**src/rtl/core/rle_pkg.sv**
```systemverilog
`timescale 1ns / 1ps
`default_nettype none

package rle_pkg;

  // list depth and the widths that follow from it
  localparam int CAPACITY = 32;
  localparam int AW       = (CAPACITY > 1) ? $clog2(CAPACITY) : 1;
  localparam int CW       = $clog2(CAPACITY + 1);

  // action codes
  typedef enum logic [2:0] {
    ACT_APPEND  = 3'd0,
    ACT_INSERT  = 3'd1,
    ACT_SEARCH  = 3'd2,
    ACT_DEL_POS = 3'd3,
    ACT_DEL_KEY = 3'd4,
    ACT_CLEAR   = 3'd5
  } action_e;

  // result status codes
  typedef enum logic [1:0] {
    STAT_OK    = 2'd0,
    STAT_MISS  = 2'd1,
    STAT_FULL  = 2'd2,
    STAT_RANGE = 2'd3
  } status_e;

  // sequencer states
  typedef enum logic [3:0] {
    S_IDLE,
    S_SCAN,
    S_UP_START,
    S_UP,
    S_DN_START,
    S_DN,
    S_PUT,
    S_DROP,
    S_RESP
  } state_e;

  // input item
  typedef struct packed {
    logic [2:0]         action;
    logic signed [31:0] key;
    logic [7:0]         age;
    logic [7:0]         children;
    logic [4:0]         position;
  } item_t;

  // result item
  typedef struct packed {
    logic [1:0] status;
    logic [4:0] found_position;
    logic [5:0] entry_total;
    logic       is_empty;
  } result_t;

  // one stored record
  typedef struct packed {
    logic signed [31:0] key;
    logic [7:0]         age;
    logic [7:0]         children;
  } rec_t;

  // record memory request
  typedef struct packed {
    logic          we;
    logic [AW-1:0] waddr;
    rec_t          wdata;
    logic [AW-1:0] raddr;
  } mem_req_t;

endpackage

`default_nettype wire

```
**src/rtl/core/rle_ram.sv**
```systemverilog
`timescale 1ns / 1ps
`default_nettype none

module rle_ram #(
  parameter int WIDTH = 8,
  parameter int DEPTH = 32
) (
  input  wire logic                                    clk_i,
  input  wire logic                                    we_i,
  input  wire logic [((DEPTH > 1) ? $clog2(DEPTH) : 1)-1:0] waddr_i,
  input  wire logic [WIDTH-1:0]                        wdata_i,
  input  wire logic [((DEPTH > 1) ? $clog2(DEPTH) : 1)-1:0] raddr_i,
  output logic      [WIDTH-1:0]                        rdata_o
);

  logic [WIDTH-1:0] mem_q [DEPTH];

  // one write port, one registered read port
  always_ff @(posedge clk_i) begin
    if (we_i) begin
      mem_q[waddr_i] <= wdata_i;
    end
    rdata_o <= mem_q[raddr_i];
  end

endmodule

`default_nettype wire

```
**src/rtl/core/rle_ctrl.sv**
```systemverilog
`timescale 1ns / 1ps
`default_nettype none

module rle_ctrl import rle_pkg::*; (
  input  wire logic  clk_i,
  input  wire logic  rst_ni,
  input  wire logic  start_i,
  input  wire item_t item_i,
  input  wire rec_t  rd_data_i,
  output logic       busy_o,
  output logic       done_o,
  output result_t    result_o,
  output mem_req_t   mem_req_o
);

  state_e             state_q, state_d;
  action_e            act_q;
  logic signed [31:0] key_q;
  logic [7:0]         age_q, chl_q;
  logic [AW-1:0]      idx_q, idx_d;
  logic [AW-1:0]      slot_q, slot_d;
  logic [AW-1:0]      found_q, found_d;
  status_e            status_q, status_d;
  logic [CW-1:0]      count_q, count_d;

  logic    accept;
  action_e act_in;
  logic    full, empty, pos_ok, pos_last;
  logic    scan_hit, scan_last, up_done, dn_last;

  // shared decisions
  assign accept    = start_i && (state_q == S_IDLE);
  assign act_in    = action_e'(item_i.action);
  assign full      = (count_q == CW'(CAPACITY));
  assign empty     = (count_q == '0);
  assign pos_ok    = (32'(item_i.position) < 32'(count_q));
  assign pos_last  = ((32'(item_i.position) + 32'd1) == 32'(count_q));
  assign scan_hit  = (act_q == ACT_INSERT) ? !(rd_data_i.key < key_q)
                                           : (rd_data_i.key == key_q);
  assign scan_last = ((CW'(idx_q) + CW'(1)) == count_q);
  assign up_done   = (idx_q == slot_q);
  assign dn_last   = ((CW'(idx_q) + CW'(2)) == count_q);

  // next state
  always_comb begin
    state_d = state_q;
    unique case (state_q)
      S_IDLE: begin
        if (accept) begin
          unique case (act_in)
            ACT_APPEND:  state_d = full ? S_RESP : S_PUT;
            ACT_INSERT: begin
              priority if (full) state_d = S_RESP;
              else if (empty)    state_d = S_PUT;
              else               state_d = S_SCAN;
            end
            ACT_SEARCH,
            ACT_DEL_KEY: state_d = empty ? S_RESP : S_SCAN;
            ACT_DEL_POS: begin
              priority if (!pos_ok) state_d = S_RESP;
              else if (pos_last)    state_d = S_DROP;
              else                  state_d = S_DN_START;
            end
            default:     state_d = S_RESP;
          endcase
        end
      end
      S_SCAN: begin
        priority if (scan_hit) begin
          unique case (act_q)
            ACT_INSERT:  state_d = S_UP_START;
            ACT_DEL_KEY: state_d = scan_last ? S_DROP : S_DN_START;
            default:     state_d = S_RESP;
          endcase
        end else if (scan_last) begin
          state_d = (act_q == ACT_INSERT) ? S_PUT : S_RESP;
        end
      end
      S_UP_START: state_d = S_UP;
      S_UP:       state_d = up_done ? S_PUT : S_UP;
      S_DN_START: state_d = S_DN;
      S_DN:       state_d = dn_last ? S_DROP : S_DN;
      S_PUT:      state_d = S_RESP;
      S_DROP:     state_d = S_RESP;
      S_RESP:     state_d = S_IDLE;
      default:    state_d = S_IDLE;
    endcase
  end

  // memory requests, cursors, count and status
  always_comb begin
    idx_d     = idx_q;
    slot_d    = slot_q;
    found_d   = found_q;
    status_d  = status_q;
    count_d   = count_q;
    mem_req_o = '0;
    unique case (state_q)
      S_IDLE: begin
        // head entry is read ahead for a scan
        if (accept) begin
          status_d = STAT_OK;
          found_d  = '0;
          idx_d    = '0;
          unique case (act_in)
            ACT_APPEND: begin
              if (full) status_d = STAT_FULL;
              slot_d = AW'(count_q);
            end
            ACT_INSERT: begin
              if (full) status_d = STAT_FULL;
              slot_d = '0;
            end
            ACT_SEARCH,
            ACT_DEL_KEY: begin
              if (empty) status_d = STAT_MISS;
            end
            ACT_DEL_POS: begin
              if (!pos_ok) status_d = STAT_RANGE;
              slot_d = AW'(item_i.position);
            end
            ACT_CLEAR:   count_d = '0;
            default:     ;
          endcase
        end
      end
      S_SCAN: begin
        // compare the entry at idx while the next one is read
        mem_req_o.raddr = idx_q + AW'(1);
        priority if (scan_hit) begin
          slot_d = idx_q;
          if (act_q == ACT_SEARCH) found_d = idx_q;
        end else if (scan_last) begin
          if (act_q == ACT_INSERT) slot_d = AW'(count_q);
          else                     status_d = STAT_MISS;
        end else begin
          idx_d = idx_q + AW'(1);
        end
      end
      S_UP_START: begin
        mem_req_o.raddr = AW'(count_q - CW'(1));
        idx_d           = AW'(count_q - CW'(1));
      end
      S_UP: begin
        // move entry idx one place toward the tail
        mem_req_o.we    = 1'b1;
        mem_req_o.waddr = idx_q + AW'(1);
        mem_req_o.wdata = rd_data_i;
        mem_req_o.raddr = idx_q - AW'(1);
        if (!up_done) idx_d = idx_q - AW'(1);
      end
      S_DN_START: begin
        mem_req_o.raddr = slot_q + AW'(1);
        idx_d           = slot_q;
      end
      S_DN: begin
        // move entry idx+1 one place toward the head
        mem_req_o.we    = 1'b1;
        mem_req_o.waddr = idx_q;
        mem_req_o.wdata = rd_data_i;
        mem_req_o.raddr = idx_q + AW'(2);
        if (!dn_last) idx_d = idx_q + AW'(1);
      end
      S_PUT: begin
        mem_req_o.we       = 1'b1;
        mem_req_o.waddr    = slot_q;
        mem_req_o.wdata    = '{key: key_q, age: age_q, children: chl_q};
        count_d            = count_q + CW'(1);
      end
      S_DROP:  count_d = count_q - CW'(1);
      S_RESP:  ;
      default: ;
    endcase
  end

  // control registers
  always_ff @(posedge clk_i or negedge rst_ni) begin
    if (!rst_ni) begin
      state_q <= S_IDLE;
      count_q <= '0;
    end else begin
      state_q <= state_d;
      count_q <= count_d;
    end
  end

  // item and cursor registers
  always_ff @(posedge clk_i) begin
    if (accept) begin
      act_q <= act_in;
      key_q <= item_i.key;
      age_q <= item_i.age;
      chl_q <= item_i.children;
    end
    idx_q    <= idx_d;
    slot_q   <= slot_d;
    found_q  <= found_d;
    status_q <= status_d;
  end

  // result strobe
  assign busy_o                  = (state_q != S_IDLE);
  assign done_o                  = (state_q == S_RESP);
  assign result_o.status         = status_q;
  assign result_o.found_position = 5'(found_q);
  assign result_o.entry_total    = 6'(count_q);
  assign result_o.is_empty       = empty;

endmodule

`default_nettype wire

```
**src/rtl/core/record_list_engine_unit.sv**
```systemverilog
`timescale 1ns / 1ps
`default_nettype none

// Ordered record list of up to CAPACITY entries held packed in one record
// memory. An item is taken when start is high and busy is low; busy then
// stays high until the result has been shown. The result appears on
// result_o for exactly one cycle with done_o high and must be taken then,
// as the block cannot hold it. Clear, spare codes, full refusals, range
// errors and lookups in an empty list show their result in the first cycle
// after acceptance; append, an insert into an empty list and a delete of
// the last record by position first pass through the put or drop state.
// Search, delete by key and sorted insert scan one entry per cycle, and
// inserts and deletes then move one entry per cycle. The worst item is a
// sorted insert at the head of a list one short of full, or a delete by key
// of the head of a full list. The single read and single write port of the
// record memory set that worst case.
module record_list_engine_unit import rle_pkg::*; (
  input  wire logic  clk_i,
  input  wire logic  rst_ni,
  input  wire logic  start,
  output logic       busy,
  input  wire item_t item_i,
  output logic       done_o,
  output result_t    result_o
);

  mem_req_t mem_req;
  rec_t     rd_data;

  // list sequencer
  rle_ctrl u_ctrl (
    .clk_i     (clk_i),
    .rst_ni    (rst_ni),
    .start_i   (start),
    .item_i    (item_i),
    .rd_data_i (rd_data),
    .busy_o    (busy),
    .done_o    (done_o),
    .result_o  (result_o),
    .mem_req_o (mem_req)
  );

  // record memory
  rle_ram #(
    .WIDTH ($bits(rec_t)),
    .DEPTH (CAPACITY)
  ) u_ram (
    .clk_i   (clk_i),
    .we_i    (mem_req.we),
    .waddr_i (mem_req.waddr),
    .wdata_i (mem_req.wdata),
    .raddr_i (mem_req.raddr),
    .rdata_o (rd_data)
  );

`ifndef SYNTHESIS
  // a result is followed by readiness for the next item
  a_done_then_idle: assert property (@(posedge clk_i) disable iff (!rst_ni)
    done_o |=> !busy)
    else $error("busy after result");

  // an accepted item always starts work
  a_accept_busy: assert property (@(posedge clk_i) disable iff (!rst_ni)
    (start && !busy) |=> busy)
    else $error("accepted item not started");

  // a result only ends a busy period
  a_done_busy: assert property (@(posedge clk_i) disable iff (!rst_ni)
    done_o |-> busy)
    else $error("result outside an item");

  // a full refusal reports a full list
  a_full_count: assert property (@(posedge clk_i) disable iff (!rst_ni)
    (done_o && (result_o.status == STAT_FULL)) |->
      (result_o.entry_total == 6'(CAPACITY)))
    else $error("full status with room left");

  // a record memory write never lands past the list capacity
  a_write_range: assert property (@(posedge clk_i) disable iff (!rst_ni)
    mem_req.we |-> (32'(mem_req.waddr) < CAPACITY))
    else $error("write outside the list");
`endif

endmodule

`default_nettype wire

```
**config.mk**
```make
export PLATFORM = sky130hd
export DESIGN_NAME = record_list_engine_unit
export DESIGN_NICKNAME = d
export VERILOG_FILES = /design/src/rtl/core/rle_pkg.sv /design/src/rtl/core/rle_ram.sv /design/src/rtl/core/rle_ctrl.sv /design/src/rtl/core/record_list_engine_unit.sv
export SDC_FILE = /design/constraint.sdc
export NUM_CORES = 1
export LEC_CHECK = 0
export BUFFER_PORTS_ARGS = -buffer_cell sky130_fd_sc_hd__buf_2
export CAP_MARGIN = 0
export CORE_MARGIN = 2
export CORE_UTILIZATION = 45
export CTS_CLUSTER_DIAMETER = 50
export CTS_CLUSTER_SIZE = 28
export DETAILED_ROUTE_END_ITERATION = 16
export PLACE_DENSITY = 0.65
export SLEW_MARGIN = 20
export SYNTH_ARGS = -nofsm -noshare
export SYNTH_HDL_FRONTEND = slang
export SYNTH_SLANG_ARGS = --single-unit
export TNS_END_PERCENT = 30
```
**constraint.sdc**
```tcl
create_clock -name clk_i -period 3.58 [get_ports clk_i]
set_input_delay 0.716 -clock clk_i [delete_from_list [all_inputs] [get_ports clk_i]]
set_output_delay 0.716 -clock clk_i [all_outputs]
set_load 0.02 [all_outputs]
```
# Yosys cells after proc, flatten, opt, wreduce, memory -nomap -nowiden
# Memory sizes are Yosys's and may differ from the RTL's. A register that Yosys moved wholly into a read port is not among the register bits.
# Index checks and enable logic that the tools add are counted.
[totals] ff_bits=78 latch_bits=0 mem_bits_rw=1536 rom_bits=0 inputBits=59 out_inout_bits=16 word_cells=123 n_memories=1
[classes] addsub=9 multipliers=0 n_div=0 magnitude_cmp=2 n_eq_ne=35 shift=0 mux=48 bitwise=0 n_reduce_logical=18
[memory_table] memory="u_ram.mem_q" words=32 word_bits=48 read_ports=1 rd_ports_with_merged_regs=1 write_ports=1 line_no="rle_ram.sv:16" text="logic [WIDTH-1:0] mem_q [DEPTH];"
[op_table] operator="one-hot mux 54 bit (3 select lines)" n=1
[op_table] operator="two-way mux 5 bit" n=11
[op_table] operator="equality test 32 bit" n=1
[op_table] operator="equality test 32 x 6 -> 1 bit" n=1
[op_table] operator="< comparator 32 bit" n=1
[op_table] operator="two-way mux 4 bit" n=8
[op_table] operator="one-hot mux 5 bit (6 select lines)" n=1
[op_table] operator="one-hot mux 4 bit (7 select lines)" n=1
[op_table] operator="one-hot mux 5 bit (5 select lines)" n=1
[op_table] operator="one-hot mux 5 bit (2 select lines)" n=2
[op_table] operator="two-way mux 2 bit" n=9
[op_table] operator="one-hot mux 6 bit (3 select lines)" n=1
[op_table] operator="equality test 4 x 3 -> 1 bit, second input constant" n=4
[op_table] operator="one-hot mux 4 bit (4 select lines)" n=1
[op_table] operator="one-hot mux 5 bit (3 select lines)" n=1
[op_table] operator="adder 5 x 1 -> 6 bit, second input constant" n=2
[op_table] operator="equality test 6 bit" n=2
[op_table] operator="two-way mux 6 bit" n=2
[op_table] operator="inequality test 2 bit, second input constant" n=6
[op_table] operator="adder 5 x 1 -> 5 bit, second input constant" n=2
[op_table] operator="AND reduction 5 bit" n=2
[op_table] operator="equality test 3 x 2 -> 1 bit, second input constant" n=3
[op_table] operator="equality test 3 bit, second input constant" n=3
[op_table] operator="equality test 4 x 2 -> 1 bit, second input constant" n=2
[op_table] operator="33 further kinds" n=44

# Logic depth before layout (Yosys ltp)
[depth] ltp_word=7 depth_mapped=13

# Cells and area by module
# From an unflattened synthesis, not the netlist that was laid out.
[hier_totals] cells_unflattened=3950 hier_area_um2=66477.5
[by_module_without_submodules] module="rle_ram" instances=1 cells_per_inst=3364 area_each_um2=60724.5
[by_module_without_submodules] module="rle_ctrl" instances=1 cells_per_inst=586 area_each_um2=5753.0

# Worst setup path after synthesis
# No wires, ideal clock.
[synth_timing] path_kind="reg2reg" from="register u_ctrl.state_q[2]" to="memory u_ram.mem_q[24][16] in the netlist's numbering (enable)" arrival_ns=3.186 t_required_ns=3.159 path_slack_ns=-0.027 path_stages_with_launch=10 path_buffers=3 period_less_slack_ns=3.607 path_cell_list="dfrtp_1 > buf_6 > clkbuf_1 > nand3b_1 > nor2_1 > clkbuf_1 > a221oi_1 > nor2_1 > nand2_1 > nor2_1"
[synth_via] elab_chain_len=4 elab_cells_between_ends=6 cone_classes="eq/ne: 3; mux: 3"
[synth_lines] item="start: declaration" line_no="rle_ctrl.sv:16" text="state_e state_q, state_d;"
[synth_lines] item="start signal: assignment" line_no="rle_ctrl.sv:182" text="state_q <= state_d;"
[synth_lines] item="equality test 4 x 3 -> 1 bit / equality test 4 x 2 -> 1 bit (equally long branches)" line_no="rle_ctrl.sv:98" text="unique case (state_q)"
[synth_lines] item="one-hot mux 54 bit (3 select lines) *" line_no="rle_ctrl.sv:98"
[synth_lines] item="two-way mux 1 bit" line_no="rle_ram.sv:20" text="if (we_i) begin"
[synth_lines] item="two-way mux 1 bit (not written as such)" line_no="rle_ram.sv:21" text="mem_q[waddr_i] <= wdata_i;"
[synth_lines] item="end: declaration" line_no="rle_ram.sv:16"
# Every way passes the cells marked *; elsewhere a longest branch is shown, timed or not.

# Final worst setup path
[layout_timing] from="register u_ctrl.idx_q[1]" to="register u_ram.rdata_o[45], read port of u_ram.mem_q"
[layout_via] elab_chain_len=2 elab_cells_between_ends=4 cone_classes="add/sub: 3; mux: 1"
[layout_lines] item="start: declaration" line_no="rle_ctrl.sv:20" text="logic [AW-1:0] idx_q, idx_d;"
[layout_lines] item="start signal: assignment" line_no="rle_ctrl.sv:195" text="idx_q <= idx_d;"
[layout_lines] item="adder 5 x 2 -> 5 bit, or another cell as far along" line_no="rle_ctrl.sv:161" text="mem_req_o.raddr = idx_q + AW'(2);"
[layout_lines] item="one-hot mux 5 bit (5 select lines) *" line_no="rle_ctrl.sv:98"
[layout_lines] item="end: declaration" line_no="rle_ram.sv:13" text="output logic [WIDTH-1:0] rdata_o"
# Marked as above.
# A chain may end at the register's enable or synchronous reset.

==> results.cfg <==
[status]
status = complete, no violations

[worst_setup_path]
cp_slowest_stage_delay_ns = 0.61
slowest_stage = o211ai_4
path_buf_inv = 3
worst-r2r-setup-slack_ns = 0.16
crit_chain = inv_1 -> ha_2 -> xor2_1 -> mux2i_1 -> buf_4 -> o211ai_4 -> buf_12 -> a2111oi_0 -> nor4_1 -> o32ai_1 -> a311oi_1
arrival_ns = 4.05
cp.required_ns = 4.21
worstSetupPathType = flip-flop to flip-flop
worstRegToRegCells = 11
worst-path-stages = 11
endpoint_kind = flip-flop
critPathMaxFanout = 33
crit_family = compound AO/OA/AOI/OAI gates
cp-start-kind = flip-flop

[timing]
final_max_slew_viol_count = 0
tightest_slew_ns = 1.04
fmax_ghz = 0.292
min_period_ns = 3.42
rsz0062_at_grt = true
hold_viol_final = 0
setup_viol = 0
period_share_pct = 95.5
finClkSkew_ns = 0.0573
relSlewSlack_pct = 30.7
worst_slack_ns = 0.161

[logic_synthesis]
synth_edf_count = 1076
ys_seq_elements = 1118
synth_fp_nets = 3054
ys_types = 93
synth-async-reset-ratio_pct = 0.894
synth_cells = 2949
yosysWarnings = 0
syn_area_sq_um = 46500
avgSynthCellArea_sq_um = 15.8
synth_ff_type = edfxtp_1
ys_seq_area_share_pct = 71.3

[detailed_routing]
vias_per_cell = 6.26
dr.pass1.iters = 6
drt_wl_total_microns = 126000
wl_per_cell_microns = 27.7
antenna_left = 0
drtIter0Drc = 3445
num_vias = 28400
drc = 0

[clocking]
clk_latency_ns = 0.73
h-tree-depth = 3
cts_tree = done
path_clk_slew_ns = 0.08
clk_path_buf_depth = 3
cts_buffers = 100
clockRootBuffer = clkbuf_16
cts_sinks = 1118

[global_route]
grt_pass1_wl_microns = 183000
track_usage_pct = 23.1
antenna_found_initial = 2
grt_pass1_vias = 27900
grt_max_degree = 88
grt.overflow.total = 0

[layout]
final_area_sq_um = 53500
final_nets = 3192
antennaDiodeCount = 0
syn_to_final_growth_pct = 15.0
drive_above_1_share_pct = 18.9
n_fill_cell = 8214

[placement]
pre_cts_ws_ns = 0.0443
postPlaceCellArea_sq_um = 49900
dp_hpwl_microns = 70200
finalWeightedCongestion = 0.845
portBuffers = 58

[floorplanning]
num_rows = 117
die_area_sq_um = 106000
start_util_pct = 45.6
die_y_microns = 326
ios = 75
core_sq_um = 102000
die_x_microns = 326

[pwr]
p_leak_nw = 18.2
p_per_area_nw_per_um2 = 808
ir_drop_mv = 0.523

[worst_hold_path]
holdPathStages = 1
min_path_type = input port to flip-flop

[run]
max_cap_viol_count = 0
-- cell type report --
cell class | instances | area (sq um) | share of cell area (%)
repair buffers | 267 | 2520 | 4.71
clock buffers | 108 | 2570 | 4.81
flip-flops and latches | 1118 | 33200 | 62.0
well taps | 1368 | 1710 | 3.20
multi-input cells | 1551 | 12300 | 23.0
inverters | 49 | 184 | 0.344
clock inverters | 79 | 1000 | 1.87
-- cell usage in the layout, fill, tap and decap left out, drive strengths merged, types with 46 or more instances in the layout --
cell type / instances
buf: 266
nand3: 61
a21oi: 73
edfxtp: 1076
and4: 63
a2111oi: 87
inv: 80
a211oi: 82
clkbuf: 108
nor2: 103
mux4: 84
a311oi: 47
nand2: 253
mux2i: 99
o21ai: 54
ha: 46
-- Yosys cell counts, types with 10 or more instances --
library cell / count / area (sq um)
nand2_1: 251 / 942
buf_4: 24 / 180
xor2_1: 11 / 96.3
buf_1: 13 / 48.8
o32ai_1: 21 / 184
inv_1: 48 / 180
a311oi_1: 47 / 412
and4_1: 63 / 552
nand4_1: 10 / 62.6
edfxtp_1: 1076 / 32300
xnor2_1: 22 / 193
clkbuf_1: 119 / 447
nor2_1: 102 / 383
a32oi_1: 37 / 324
a31oi_1: 30 / 188
buf_6: 19 / 214
a21oi_1: 73 / 365
buf_2: 55 / 275
ha_1: 46 / 576
dfxtp_1: 32 / 641
a22o_1: 32 / 280
o22ai_1: 45 / 282
o21ai_0: 52 / 260
mux2i_1: 99 / 991
a211oi_1: 80 / 601
a221oi_1: 19 / 166
mux4_2: 84 / 1890
nor4_1: 27 / 169
and2_1: 27 / 169
o31a_1: 25 / 219
nor3_1: 24 / 120
a21boi_0: 19 / 143
dfrtp_1: 10 / 250
and3_1: 41 / 257
a2111oi_0: 86 / 753
nand3_1: 60 / 300
-- power by group --
part           internal (mW)  switching (mW)
clock                   6.08            5.35
combinational           6.17            9.88
sequential              15.2           0.568
total                   27.4            15.8
-- worst paths after layout --
check | startpoint | endpoint
min in group asynchronous | rst_ni | u_ctrl.state_q[2]
setup reg to reg | u_ctrl.idx_q[1] | u_ram.rdata_o[45]
hold reg to reg | u_ctrl.count_q[1] | u_ctrl.count_q[1]
max in group asynchronous | rst_ni | u_ctrl.state_q[3]
hold / removal | item_i[50] | u_ctrl.key_q[29]
setup / recovery | u_ctrl.idx_q[1] | u_ram.rdata_o[45]
-- layer usage --
layer  GRT usage [%]  share of wire (%)  wire length, microns
met5               0              0.027                    34
met1            32.4                 41                 52100
met4            6.20                2.4                  2950
met3            4.10                8.7                 11000
met2            37.4                 47                 59500
-- worst register-to-register path, stage by stage (launching register included) --
cell and delay, ns:
edfxtp_1 0.47, inv_1 0.18, ha_2 0.22, xor2_1 0.14, mux2i_1 0.08, buf_4 0.19
o211ai_4 0.62, buf_12 0.32, a2111oi_0 0.10, nor4_1 0.57, o32ai_1 0.21, a311oi_1 0.28
-- through the flow --
stage / util [%] / cells / setup TNS [ns] / power (mW) / hold WS, ns
3_5_place_dp: 48.8 / 4351 / 0 / 31.7 / 0.613
6_report: 52.4 / 4540 / 0 / 43.2 / 0.162
4_1_cts: 52.3 / 4539 / 0 / 43.1 / 0.121
5_1_grt: 52.4 / 4540 / -0.0286 / 45.0 / 0.137
3_3_place_gp: 48.8 / 4351 / 0 / 31.4 / 0.609
2_1_floorplan: - / 2949 / -10.29 / 26.0 / 0.420
-- sequential cells by signal (all words and copies together) (netlist names) --
register         count
u_ram.mem_q       1024
u_ctrl.act_q         3
u_ctrl.key_q        32
u_ctrl.status_q      2
u_ctrl.slot_q        5
u_ctrl.found_q       5
u_ctrl.state_q       4
u_ctrl.count_q       6
u_ctrl.idx_q         5
u_ram.rdata_o       32
-- kinds of logic (layout without fill, tap and decap cells) --
group           count (synthesis)  count (layout)  share of synthesized area, %
xor+xnor                       33              33                         0.621
mux                           183             183                          6.19
fa+ha+maj                      46              46                          1.24
flops                        1118            1118                          71.3
buf+inv                       281             503                          2.97
compound gates                634             635                          10.3
simple gates                  654             654                          7.30
-- what timing repair did --
item                                   4_1_cts  5_1_grt
resized for setup                            0        9
buffers inserted                             0        0
endpoints found under the hold margin       10        0
hold buffers                                 1        0
setup endpoints to repair                    0       18
No activity file was read; power rests on OpenSTA's default activity.
